File: src/hw/rtl/fixed_point_q24_8_alu_top_macros.svh
// assertion macros used by the alu top
`ifndef FIXED_POINT_Q24_8_ALU_TOP_MACROS_SVH
`define FIXED_POINT_Q24_8_ALU_TOP_MACROS_SVH

// same-cycle implication checked on every clock edge outside reset
`define FPA_ASSERT_NOW(lbl, ante, cons, msg) \
  lbl: assert property (@(posedge clk) disable iff (!rst_n) (ante) |-> (cons)) \
    else $error(msg);

// next-cycle implication checked on every clock edge outside reset
`define FPA_ASSERT_NEXT(lbl, ante, cons, msg) \
  lbl: assert property (@(posedge clk) disable iff (!rst_n) (ante) |=> (cons)) \
    else $error(msg);

`endif

File: src/hw/rtl/fpa_pkg.sv
// shared constants and operation codes for the fixed point alu
package fpa_pkg;

  localparam int DATA_WIDTH_DEF = 32;
  localparam int FRAC_BITS_DEF  = 8;
  localparam int KIND_W         = 4;

  // operation codes carried in tuser
  typedef enum logic [KIND_W-1:0] {
    K_ADD = 4'd0,
    K_SUB = 4'd1,
    K_MUL = 4'd2,
    K_DIV = 4'd3,
    K_MIN = 4'd4,
    K_MAX = 4'd5,
    K_INC = 4'd6,
    K_DEC = 4'd7,
    K_I2F = 4'd8,
    K_F2I = 4'd9
  } kind_t;

endpackage

File: src/hw/rtl/fpa_mul.sv
// three stage magnitude multiplier with round half up on the fraction bits
module fpa_mul #(
  parameter int DATA_WIDTH = 32,
  parameter int FRAC_BITS  = 8
) (
  input  logic                      clk,
  input  logic                      en,
  input  logic [DATA_WIDTH-1:0]     a_mag,
  input  logic [DATA_WIDTH-1:0]     b_mag,
  output logic [2*DATA_WIDTH-1:0]   mag_o
);
  import fpa_pkg::*;

  localparam int HL = DATA_WIDTH / 2;
  localparam int HH = DATA_WIDTH - HL;
  localparam int PW = 2 * DATA_WIDTH;

  logic [2*HL-1:0]  pp0_r;
  logic [HL+HH-1:0] pp1_r;
  logic [HL+HH-1:0] pp2_r;
  logic [2*HH-1:0]  pp3_r;
  logic [PW-1:0]    sum_r;
  logic [PW-1:0]    mag_r;
  logic [PW-1:0]    sum_nxt;
  logic [PW-1:0]    mag_nxt;

  // partial products of the split magnitudes
  always_ff @(posedge clk) begin
    if (en) begin
      pp0_r <= a_mag[HL-1:0] * b_mag[HL-1:0];
      pp1_r <= a_mag[HL-1:0] * b_mag[DATA_WIDTH-1:HL];
      pp2_r <= a_mag[DATA_WIDTH-1:HL] * b_mag[HL-1:0];
      pp3_r <= a_mag[DATA_WIDTH-1:HL] * b_mag[DATA_WIDTH-1:HL];
    end
  end

  // sum the partial products, then add half an lsb and drop the fraction
  always_comb begin
    sum_nxt = PW'(pp0_r) + ((PW'(pp1_r) + PW'(pp2_r)) << HL) + (PW'(pp3_r) << (2 * HL));
    mag_nxt = (sum_r + (PW'(1) << (FRAC_BITS - 1))) >> FRAC_BITS;
  end

  always_ff @(posedge clk) begin
    if (en) begin
      sum_r <= sum_nxt;
      mag_r <= mag_nxt;
    end
  end

  assign mag_o = mag_r;

endmodule

File: config.mk
export PLATFORM = sky130hd
export DESIGN_NAME = fpa_mul
export DESIGN_NICKNAME = d
export VERILOG_FILES = /design/src/hw/rtl/fixed_point_q24_8_alu_top_macros.svh /design/src/hw/rtl/fpa_pkg.sv /design/src/hw/rtl/fpa_mul.sv
export SDC_FILE = /design/constraint.sdc
export NUM_CORES = 2
export LEC_CHECK = 0
export BUFFER_PORTS_ARGS = -buffer_cell sky130_fd_sc_hd__buf_2
export CELL_PAD_IN_SITES_DETAIL_PLACEMENT = 1
export CELL_PAD_IN_SITES_GLOBAL_PLACEMENT = 2
export CORE_MARGIN = 3
export CORE_UTILIZATION = 43
export DETAILED_ROUTE_END_ITERATION = 7
export PLACE_DENSITY_LB_ADDON = 0.1
export SLEW_MARGIN = 5
export SYNTH_ARGS = -nofsm -noshare
export SYNTH_HDL_FRONTEND = slang
export SYNTH_SLANG_ARGS = --single-unit
File: constraint.sdc
create_clock -name clk -period 7.8 [get_ports clk]
set_input_delay 0 -clock clk [delete_from_list [all_inputs] [get_ports clk]]
set_output_delay 0 -clock clk [all_outputs]
set_load 0.03 [all_outputs]
==> results.toml <==
[critical_path]
critical_path_class = "in -> reg"
critical_path.endpoint_type = "register"
arrival_ns = 6.60
reg2reg_depth = 20
worst_path_max_delay_cell = "buf_2"
critical_path.max_fanout = 32
crit_path_cell_trace = "buf_2 -> nand2_1 -> fa_1 -> fa_1 -> fa_1 -> fa_1 -> inv_1 -> fa_1 -> inv_1 -> fa_1 -> inv_1 -> ha_1 -> a21oi_1 -> o21bai_1 -> a31oi_1 -> o21ai_0 -> a31oi_1 -> o21ai_0 -> nand3b_1 -> a31oi_1 -> xnor2_1"
worst_ep_required_time_ns = 8.11
critical_path.most_common_cell = "fa_1"
element_type_at_the_critical_path_start = "primary input"
critical_path.max_stage_delay_ns = 0.74

[logic_synthesis]
synth-warning-count = 0
synth_enable_flop_cells = 234
synth_cell_type_count = 69
postSynthRegisterBits = 234
post_synth_main_area_contributors = "fa_1 34%, edfxtp_1 16%, ha_1 13%"
ys_seq_area_share_pct = 15.6
yosysMostFrequentCell = "inv_1"
synthesis.area_per_instance_um2 = 9.39
post_synth_inst_count = 4805
synthFlopType = "edfxtp_1"
netlist.top_cell.by_area = "fa_1"
netlist_area_mm2 = 0.0451
async_reset_ff_share_pct = 0
netlist_top_cells_count = "945 x inv_1, 777 x fa_1, 645 x nand2_1, 479 x ha_1, 474 x and2_1"
yosys_top_cell_area_share_pct = 34.5

[clock_tree]
postCtsSetupRepairBufs = 0
numClockSinks = 234
cts.clk_slew.worst_paths_ns = 0.07
clk_root_buf = "clkbuf_16"
clock_tree_from_tritoncts = "done"
clock_path_buffers = 3
htree_levels = 1
holdBufCountCts = 0
cts.repair.resized = 0
worst_skew_pair.late_latency_ns = 0.58
number_of_buffers_created_by_cts = 28

[sta]
timing.clock.skew_ns = 0.0147
setup-violations-final = 0
unrepaired_setup_endpoints_after_global_routing = "false"
pins_over_slew_limit = 0
worstMarginPinSlew_ns = 0.991
max_freq_ghz = 0.159
timing.hold.ws_ns = -0.00370
finalHoldViolations = 4
finalWorstPathRequiredPeriod_ns = 6.30
timing.slew.headroom_pct = 33.9
final.period_utilization_pct = 80.7
fin_setup_tns_ns = 0

[global_routing]
maximum_number_of_pins_on_one_net_before_global_route_repair = 121
antenna_violations_before_repair = 20
grt_pass1_wl_um = 210000
grt_pass1_vias = 36000
grt_residual_overflow = 0
grtUsageTotal_pct = 25.0

[route]
routed_wire_length_per_instance_um = 21.3
totalWireLength_um = 132000
drt_first_iter_violations = 1704
drc = 0
drt_pre_antenna_iters = 5
antenna_left = 0
detailroute.via_count = 32600
viasPerCell = 5.25

[floorplanning]
die_width_um = 330
floorplan.initialDensity_pct = 43.5
rows = 118
design.die.area_mm2 = 0.109
die_y_um = 330
core_area_mm2 = 0.104
design.portCount = 130

[layout]
filler_cell_count = 11900
postLayoutCoreUtil_pct = 46.2
post-route-cell-area_mm2 = 0.0480
fin_nets = 6124
post_route_cells_drive_above_1_share_pct = 5.06
syn2layout_area_growth_pct = 6.36

[status]
failed_checks = "negative hold slack"
run_status = "finished with violations"

[placed_design]
place_congestion = 0.843
detailed_place_hpwl_um = 105000
post_dp_cell_area_mm2 = 0.0471
io_buffer_count = 121

[hold_path]
hold_class = "in -> reg"
worst_hold_path.num_cells = 1

[job]
maxCapViolCount = 0
-- critical path: cells and delay by family --
| family | cells | cell delay [ns] |
|---|---|---|
| AOI/OAI and AO/OA | 7 | 1.79 |
| xor gates and xnor gates | 1 | 0.11 |
| adders and majority gates | 7 | 3.41 |
| buffers and inverters | 4 | 0.88 |
| and+or+nand+nor | 2 | 0.41 |
-- final timing paths --
path                            startpoint        end  slack (ns)
worst min-delay path                    en  mag_o[49]      -0.004
worst max register to register    pp1_r[1]  sum_r[51]        1.51
worst min register to register   pp0_r[13]  sum_r[13]        0.43
worst max-delay path             a_mag[10]  pp1_r[31]        1.50
-- stage by stage --
stage / setup WS [ns] / hold WS (ns) / instances
2_1_floorplan: 1.87 / 0.112 / 4812
3_3_place_gp: 0.997 / 0.404 / 6152
3_5_place_dp: 0.836 / 0.407 / 6152
4_1_cts: 1.43 / 0.00508 / 6202
5_1_grt: 1.03 / 0.0341 / 6204
6_report: 1.50 / -0.00370 / 6206
-- cell usage in the layout, fill, tap and decap left out, types with 10 or more instances in the layout --
| master | n |
|---|---|
| a211oi_1 | 26 |
| a21o_1 | 57 |
| a21oi_1 | 156 |
| a31oi_1 | 11 |
| and2_1 | 474 |
| and3_1 | 33 |
| buf_2 | 120 |
| buf_4 | 57 |
| clkbuf_16 | 29 |
| clkinv_2 | 10 |
| edfxtp_1 | 234 |
| fa_1 | 777 |
| ha_1 | 479 |
| inv_1 | 945 |
| nand2_1 | 645 |
| nand3_1 | 58 |
| nand4_1 | 28 |
| nor2_1 | 110 |
| nor2b_1 | 21 |
| nor3_1 | 32 |
| o211ai_1 | 13 |
| o21a_1 | 26 |
| o21ai_0 | 85 |
| o21bai_1 | 34 |
| xnor2_1 | 162 |
| xor2_1 | 70 |
-- layout make-up --
cell class                      count  area (um2)  share of cell area [%]
Sequential cell                   234        7030                    14.6
Inverter                          945        3550                    7.39
Antenna cell                        4        10.0                  0.0209
Tap cell                         1380        1730                    3.60
Timing Repair Buffer              180        1080                    2.26
Clock inverter                     20         151                   0.315
Multi-Input combinational cell   3413       33700                    70.3
Clock buffer                       30         729                    1.52
-- sequential cells by signal, summed over array words and instances, names as in the netlist --
signal  flops
sum_r      57
mag_o      56
pp1_r      32
pp2_r      32
pp3_r      32
pp0_r      25
-- per-layer routing --
metal	track usage (%)	share of wire [%]	vias up
met4	3.87	1.6	0
met1	36.9	48	17000
met3	1.62	3.8	101
li1	-	-	14900
met2	41.4	46	557
met5	0	0	-
-- cells by family after synthesis --
logic type      count (synthesis)  share of synthesized area, %
xor+xnor                      232                          4.50
simple gates                 1435                          15.5
compound gates                482                          6.89
fa+ha+maj                    1256                          47.8
other cells                     1                       0.00831
flops                         234                          15.6
buf+inv                      1165                          9.76
Power is left out: the tool's default activity adds up to more than one toggle a clock period on the data nets, which glitch-free logic cannot reach.
